<file path="src/rtl/tempo_breakpoint_interpolator_assert.svh">
// ----------------------------------------------------------------------------
// tempo_breakpoint_interpolator_assert
// Assertion macros for the tempo breakpoint interpolator.
// ----------------------------------------------------------------------------
`ifndef TEMPO_BREAKPOINT_INTERPOLATOR_ASSERT_SVH
`define TEMPO_BREAKPOINT_INTERPOLATOR_ASSERT_SVH
`ifndef SYNTHESIS
`define TBI_ASSERT(label, prop, msg) \
  label: assert property (@(posedge clk_i) disable iff (!rst_ni) prop) else $error(msg);
`define TBI_ASSERT_NEXT(label, pre, post, msg) \
  label: assert property (@(posedge clk_i) disable iff (!rst_ni) (pre) |=> (post)) \
    else $error(msg);
`else
`define TBI_ASSERT(label, prop, msg)
`define TBI_ASSERT_NEXT(label, pre, post, msg)
`endif
`endif

</file>
<file path="src/rtl/tbi_pkg.sv">
// ----------------------------------------------------------------------------
// tbi_pkg
// Shared types and constants for the tempo breakpoint interpolator.
// ----------------------------------------------------------------------------
package tbi_pkg;
  localparam int unsigned MaxPoints = 64;
  localparam int unsigned AddrW = $clog2(MaxPoints);
  localparam int unsigned CntW = $clog2(MaxPoints + 1);
  localparam int unsigned TimeW = 31;
  localparam int unsigned TempoW = 20;
  localparam logic [TempoW-1:0] DefaultTempoRst = 20'd30720;

  typedef enum logic [1:0] {
    OpClear = 2'd0,
    OpInsert = 2'd1,
    OpQuery = 2'd2,
    OpNone = 2'd3
  } op_e;

  typedef enum logic [3:0] {
    AccIdle = 4'd0,
    AccRead = 4'd1,
    AccWrite = 4'd2,
    AccShift = 4'd3
  } acc_e;

  // controller -> datapath
  typedef struct packed {
    acc_e acc;           // memory action
    logic [AddrW-1:0] addr;
    logic capture_a;     // latch read data as lower point
    logic capture_b;     // latch read data as upper point
    logic div_start;
    logic cnt_clr;
    logic cnt_inc;
  } cmd_t;

  // datapath -> controller
  typedef struct packed {
    logic rd_lt;         // read time < clamped insert time
    logic rd_eq;         // read time == clamped insert time
    logic rd_le_q;       // read time <= query time (signed)
    logic rd_ge_q;       // read time >= query time
    logic div_done;
  } sts_t;
endpackage

</file>
<file path="src/rtl/tbi_ctrl.sv">
// ----------------------------------------------------------------------------
// tbi_ctrl
// Sequencer for clear, insert and query.
// ----------------------------------------------------------------------------
`include "tempo_breakpoint_interpolator_assert.svh"
module tbi_ctrl (
  input  logic clk_i,
  input  logic rst_ni,
  input  logic in_valid,
  output logic in_stall,
  input  logic [1:0] opcode_i,
  output logic out_valid,
  input  logic out_stall,
  output logic [19:0] tempo_out_o,
  output logic status_o,
  output logic [6:0] point_count_o,
  output logic load_o,
  input  logic [19:0] dflt_i,
  input  logic [19:0] rd_tempo_i,
  input  logic [19:0] interp_i,
  input  logic [tbi_pkg::CntW-1:0] count_i,
  input  tbi_pkg::sts_t sts_i,
  output tbi_pkg::cmd_t cmd_o
);
  localparam int unsigned AW = tbi_pkg::AddrW;
  localparam int unsigned CW = tbi_pkg::CntW;
  typedef enum logic [10:0] {
    SIdle = 11'b00000000001, SScan = 11'b00000000010, SScanChk = 11'b00000000100,
    SShRd = 11'b00000001000, SShWr = 11'b00000010000, SPut = 11'b00000100000,
    SQRd = 11'b00001000000, SQChk = 11'b00010000000, SDiv = 11'b00100000000,
    SFin = 11'b01000000000, SStart = 11'b10000000000
  } state_e;
  state_e st_q, st_d;
  logic [CW-1:0] i_q, i_d, p_q, p_d;
  logic first_q, first_d;
  logic ov_q, ov_d, stat_q, stat_d;
  logic [19:0] res_q, res_d;
  logic inc_d;
  logic [CW-1:0] last;
  assign last = count_i - 1'b1;
  assign load_o = in_valid && !in_stall;
  assign in_stall = st_q != SIdle || ov_q;

  always_comb begin
    st_d = st_q; i_d = i_q; p_d = p_q; first_d = first_q; ov_d = ov_q;
    stat_d = stat_q; res_d = res_q; inc_d = 1'b0;
    cmd_o = '0; cmd_o.acc = tbi_pkg::AccIdle; cmd_o.addr = AW'(i_q);
    if (out_valid && !out_stall) ov_d = 1'b0;
    unique case (st_q)
      SIdle: if (load_o) begin
        res_d = '0; stat_d = 1'b0; i_d = '0;
        unique case (tbi_pkg::op_e'(opcode_i))
          tbi_pkg::OpClear: begin cmd_o.cnt_clr = 1'b1; ov_d = 1'b1; end
          tbi_pkg::OpInsert: st_d = count_i == '0 ? SPut : SScan;
          tbi_pkg::OpQuery: begin
            if (count_i == '0) begin res_d = dflt_i; ov_d = 1'b1; end
            else begin st_d = SQRd; first_d = 1'b1; end
          end
          default: ov_d = 1'b1;
        endcase
        p_d = '0;
      end
      SScan: begin cmd_o.acc = tbi_pkg::AccRead; st_d = SScanChk; end
      SScanChk: begin
        if (sts_i.rd_lt && i_q + 1'b1 < count_i) begin
          i_d = i_q + 1'b1; st_d = SScan;
        end else if (sts_i.rd_eq) begin
          p_d = i_q; st_d = SPut;
        end else if (count_i >= CW'(tbi_pkg::MaxPoints)) begin
          stat_d = 1'b1; ov_d = 1'b1; st_d = SIdle;
        end else begin
          p_d = sts_i.rd_lt ? count_i : i_q;
          i_d = count_i; inc_d = 1'b1;
          st_d = sts_i.rd_lt ? SPut : SShRd;
        end
      end
      SShRd: begin
        cmd_o.acc = tbi_pkg::AccRead; cmd_o.addr = AW'(i_q - 1'b1); st_d = SShWr;
      end
      SShWr: begin
        cmd_o.acc = tbi_pkg::AccShift;
        i_d = i_q - 1'b1;
        st_d = (i_q - 1'b1 == p_q) ? SPut : SShRd;
      end
      SPut: begin
        cmd_o.acc = tbi_pkg::AccWrite; cmd_o.addr = AW'(p_q);
        if (count_i == '0) inc_d = 1'b1;
        ov_d = 1'b1; st_d = SIdle;
      end
      SQRd: begin cmd_o.acc = tbi_pkg::AccRead; st_d = SQChk; end
      SQChk: begin
        cmd_o.capture_b = 1'b1;
        cmd_o.capture_a = first_q || sts_i.rd_le_q;
        first_d = 1'b0;
        if (first_q && sts_i.rd_ge_q) begin
          res_d = rd_tempo_i; ov_d = 1'b1; st_d = SIdle;
        end else if (i_q == last) begin
          if (sts_i.rd_le_q) begin res_d = rd_tempo_i; ov_d = 1'b1; st_d = SIdle; end
          else st_d = SFin;
        end else if (sts_i.rd_le_q || first_q) begin
          i_d = i_q + 1'b1; st_d = SQRd;
        end else st_d = SFin;
      end
      SFin: st_d = SStart;
      SStart: begin cmd_o.div_start = 1'b1; st_d = SDiv; end
      SDiv: if (sts_i.div_done) begin st_d = SIdle; ov_d = 1'b1; end
      default: st_d = SIdle;
    endcase
    cmd_o.cnt_inc = inc_d;
  end
  // SFin waits for the product register to load before the divider starts
  always_ff @(posedge clk_i or negedge rst_ni) begin
    if (!rst_ni) begin
      st_q <= SIdle; ov_q <= 1'b0; i_q <= '0; p_q <= '0; first_q <= 1'b0;
    end else begin
      st_q <= st_d; ov_q <= ov_d; i_q <= i_d; p_q <= p_d; first_q <= first_d;
    end
  end
  always_ff @(posedge clk_i) begin
    stat_q <= stat_d;
    res_q <= (st_q == SDiv && sts_i.div_done) ? interp_i : res_d;
  end
  assign out_valid = ov_q;
  assign tempo_out_o = res_q;
  assign status_o = stat_q;
  assign point_count_o = 7'(count_i);

  `TBI_ASSERT(a_onehot, $onehot(st_q), "state not one-hot")
  `TBI_ASSERT_NEXT(a_busy, st_q != SIdle, in_stall, "input taken while busy")
  `TBI_ASSERT_NEXT(a_full, 1'b1, count_i <= CW'(tbi_pkg::MaxPoints), "count overflow")
  `TBI_ASSERT_NEXT(a_hold, out_valid && out_stall, out_valid && $stable(tempo_out_o), "result lost")
endmodule

</file>
<file path="config.mk">
export PLATFORM = sky130hd
export DESIGN_NAME = tbi_ctrl
export DESIGN_NICKNAME = d
export VERILOG_FILES = /design/src/rtl/tbi_pkg.sv /design/src/rtl/tbi_ctrl.sv
export VERILOG_INCLUDE_DIRS = /design/src /design/src/rtl
export SDC_FILE = /design/constraint.sdc
export NUM_CORES = 1
export LEC_CHECK = 0
export BUFFER_PORTS_ARGS = -buffer_cell sky130_fd_sc_hd__clkbuf_2
export CAP_MARGIN = 20
export CORE_MARGIN = 8
export CORE_UTILIZATION = 56
export CTS_CLUSTER_DIAMETER = 120
export DETAILED_ROUTE_END_ITERATION = 8
export PLACE_DENSITY = 0.88
export SYNTH_ARGS = -nofsm -noshare
export SYNTH_HDL_FRONTEND = slang
export SYNTH_SLANG_ARGS = --single-unit
</file>
<file path="constraint.sdc">
create_clock -name clk_i -period 6.3 [get_ports clk_i]
set_input_delay 0.315 -clock clk_i [delete_from_list [all_inputs] [get_ports clk_i]]
set_output_delay 0.315 -clock clk_i [all_outputs]
set_load 0.02 [all_outputs]
</file>
==> impl_results.md <==
* Die W at 99.89 microns
* Setup Crit Path Kind: flop to flop
* RSZ-0062 raised after global routing: false
* Initial antenna violation count at 0
* Initial core utilization at 0.5801
* Gate power share at 0.415
* Number of diodes at 0
* WL final at 11520 microns
* Register bit total from synthesis at 48
* Largest net degree at the start of global routing at 29
* TritonCTS buffer count at 5
* Worst slew margin at 0.3053
* Hold Slack at 0.04598 ns
* Core ar. at 6794 sq um
* Crit path DAT at 3.64 ns
* Pre-CTS WS at 2.892 ns
* DR iter-0 viols at 310
* Latest clock arrival within the worst-skew pair at 0.31 ns
* Crit path launch type: flop
* Share of cells above drive strength 1 at 0.3281
* Area grow syn2layout at 15.30%
* Synth cell types at 73
* Netlist Area Pre-Place at 3941 sq um
* Min-delay worst type: input pin to async pin
* Worst R2R Path Depth at 10
* Sequential Power Share at 0.382
* CTS tree: yes
* Post-DR vias/cell at 6.053
* Predominant post-synthesis flop cell: dfrtp_1
* Setup_tns at 0 ns
* CTS sink count at 48
* Psw at 0.4517 mW
* First-pass GRT wire length at 17910 microns
* Pint at 0.6829 mW
* Power Dens Cells at 249.7 nW/um^2
* Crit-path max FO at 10
* DRC violations left at 0
* Leakage power at 2.296 nW
* Critical Path End Type: flop
* Critical Path RT at 6.49 ns
* Post-CTS Resized at 0
* Filler Cell Count at 546
* HPWL after DPL at 9018 microns
* Sequential area share after synthesis at 0.3317
* Grt total ovfl at 0
* Worst Max-Slew Pin Slew at 1.041 ns
* Via Count at 3644
* Worst vdd ir at 0.0001420 V
* Final net count at 597
* Clock network fraction of total power at 0.204
* CTS H-tree lvls at 2
* PortBufs at 121
* Net Sw Frac at 0.3981
* GRT Util Overall at 0.2227
* Post-synth EDFFs at 21
* Ys async rst share at 0.5625
* Cell count after synthesis at 409
* Die H at 99.89 microns
* Final setup violating endpoints at 0
* ANT nets after route at 0
* Post-layout minimum cycle time at 3.457 ns
* CTS Root Cell: clkbuf_8
* Period Utilization, post-route at 0.5488
* Fmax at 289.3 MHz
* Synth Area per Inst at 9.636 sq um
* Final Hold Fails at 0
* IO Count at 124
* Clock transition at path regs at 0.10 ns
* DIE AREA at 9978 sq um
* Clk_skew at 0.01182 ns
* Drt first pass iters at 6
* Maxcap violations at 0
* Final GP Congestion at 0.9642
* Vias in the first global route at 3679
* Setup Fix Bufs, Post-CTS at 0
* Status: completed
* Max Root-Sink Buffers at 2
* Hold_buf cts at 0
* WL/cell at 19.13 microns
* Ys Warns at 0
* Row cnt at 30
* Setup ws final at 2.843 ns
* Final slew viol count at 0
==> power groups by stage <==
stage               combinational (mW)  clock [mW]  sequential [mW]
detailed placement               0.463           0            0.440
CTS                              0.467       0.237            0.433
finish                           0.471       0.231            0.433
global placement                 0.450           0            0.436
floorplan                        0.297           0            0.467
global route                     0.500       0.250            0.439
==> sequential cells by signal (all words and copies together) (netlist names) <==
signal and count:
p_q 7, tempo_out_o 20, first_q 1, i_q 7, out_valid 1, status_o 1, st_q 11
==> metal layers <==
layer / track usage / vias up / part of all wire / wire length (microns)
met3: 0.04291 / 30 / 0.076 / 874
met1: 0.2601 / 1756 / 0.37 / 4294
met4: 0.08615 / 0 / 0.022 / 257
met5: 0 / - / 0 / 0
met2: 0.3915 / 196 / 0.53 / 6090
li1: - / 1662 / - / -
==> path summary, 6_finish.rpt <==
check,start,endpoint,slack (ns)
min in group clk_i,sts_i[2],st_q[9],0.24
max,i_q[0],i_q[5],2.84
max reg2reg,i_q[0],i_q[5],2.84
min,rst_ni,st_q[7],0.05
min reg2reg,p_q[6],p_q[6],0.55
max in group asynchronous,rst_ni,i_q[5],5.78
==> Yosys cell counts, types with 3 or more instances <==
| cell | instances | area share |
|---|---|---|
| mux2i_1 | 8 | 0.020 |
| nor3_1 | 7 | 0.0089 |
| and4_1 | 3 | 0.0067 |
| mux2_4 | 6 | 0.023 |
| or3_1 | 3 | 0.0048 |
| xnor2_1 | 11 | 0.024 |
| dfrtp_1 | 26 | 0.17 |
| mux2_2 | 7 | 0.020 |
| nor2_1 | 35 | 0.033 |
| ha_1 | 14 | 0.044 |
| a221o_1 | 4 | 0.010 |
| inv_1 | 24 | 0.023 |
| buf_6 | 9 | 0.026 |
| nand2_1 | 49 | 0.047 |
| nand4b_1 | 4 | 0.0089 |
| nand2b_1 | 9 | 0.014 |
| nor3_2 | 3 | 0.0076 |
| nand3_1 | 8 | 0.010 |
| buf_2 | 4 | 0.0051 |
| nor4_1 | 3 | 0.0048 |
| a21oi_1 | 11 | 0.014 |
| o21ai_0 | 6 | 0.0076 |
| clkbuf_1 | 5 | 0.0048 |
| xnor3_1 | 3 | 0.017 |
| nor4b_1 | 4 | 0.0089 |
| o221ai_1 | 3 | 0.0067 |
| xor2_1 | 15 | 0.033 |
| a22oi_1 | 12 | 0.023 |
| edfxtp_1 | 21 | 0.16 |
| o211ai_1 | 8 | 0.015 |
| nor2b_1 | 4 | 0.0063 |
| a222oi_1 | 10 | 0.025 |
| buf_4 | 15 | 0.029 |
| and3_1 | 4 | 0.0063 |
==> placed cells by master (no fill, tap or decap), types with 3 or more instances in the layout <==
master    netlist  layout
mux2_4          6       6
nand4b_1        4       4
and4_1          3       3
clkbuf_2        0     121
nor4_1          3       3
inv_1          24      24
o221ai_1        3       3
nor3_1          7       7
nand3_1         8       8
or3_1           3       3
o211ai_1        8       8
nand2b_1        9       9
xor2_1         15      15
o21ai_0         6       6
mux2i_1         8       8
a21oi_1        11      11
clkbuf_8        0       5
nand2_1        49      49
dfrtp_1        26      26
edfxtp_1       21      21
nor2b_1         4       4
nor2_1         35      35
xnor2_1        11      11
and3_1          4       4
mux2_2          7       7
a222oi_1       10      10
a22oi_1        12      12
xnor3_1         3       3
ha_1           14      14
a221o_1         4       4
nor4b_1         4       4
nor3_2          3       3
==> critical path, cell delays in order, from the launching register on <==
cell and delay, ns:
dfrtp_1 0.54, ha_1 0.27, nand3_1 0.14, xnor2_1 0.26, ha_1 0.29, a211oi_1 0.21, nand2_1 0.10, o21ai_2 0.48
o32ai_4 0.18, a211oi_4 0.52, mux2_4 0.35
==> final cells by class <==
cell class                 instances  area [sq um]  share of cell area
inverter                          25         106.4             0.02340
tap                               96         120.1             0.02643
clock buffer                       5         68.82             0.01514
clock inverter                     3         46.29             0.01019
multi-input combinational        303          2278              0.5014
timing repair buffer             122         616.8              0.1357
sequential                        48          1308              0.2877
==> per-stage QoR <==
stage | power (mW) | instances | instance area (sq um) | util
final | 1.135 | 602 | 4544 | 0.6689
after global routing | 1.189 | 602 | 4544 | 0.6689
after CTS | 1.138 | 601 | 4533 | 0.6672
after detailed placement | 0.9029 | 593 | 4418 | 0.6503
after global placement | 0.8863 | 593 | 4418 | 0.6503
after floorplan | 0.7640 | 410 | 3945 | -
==> kinds of logic after synthesis <==
kind of cell	after synthesis	share of synthesized area
simple gates	155	0.2159
compound gates	81	0.1708
buf+inv	59	0.09207
flops	48	0.3317
xor+xnor	30	0.08095
mux	21	0.06318
fa+ha+maj	14	0.04444
other cells	1	0.0009515
(Power assumes the default switching activity.)
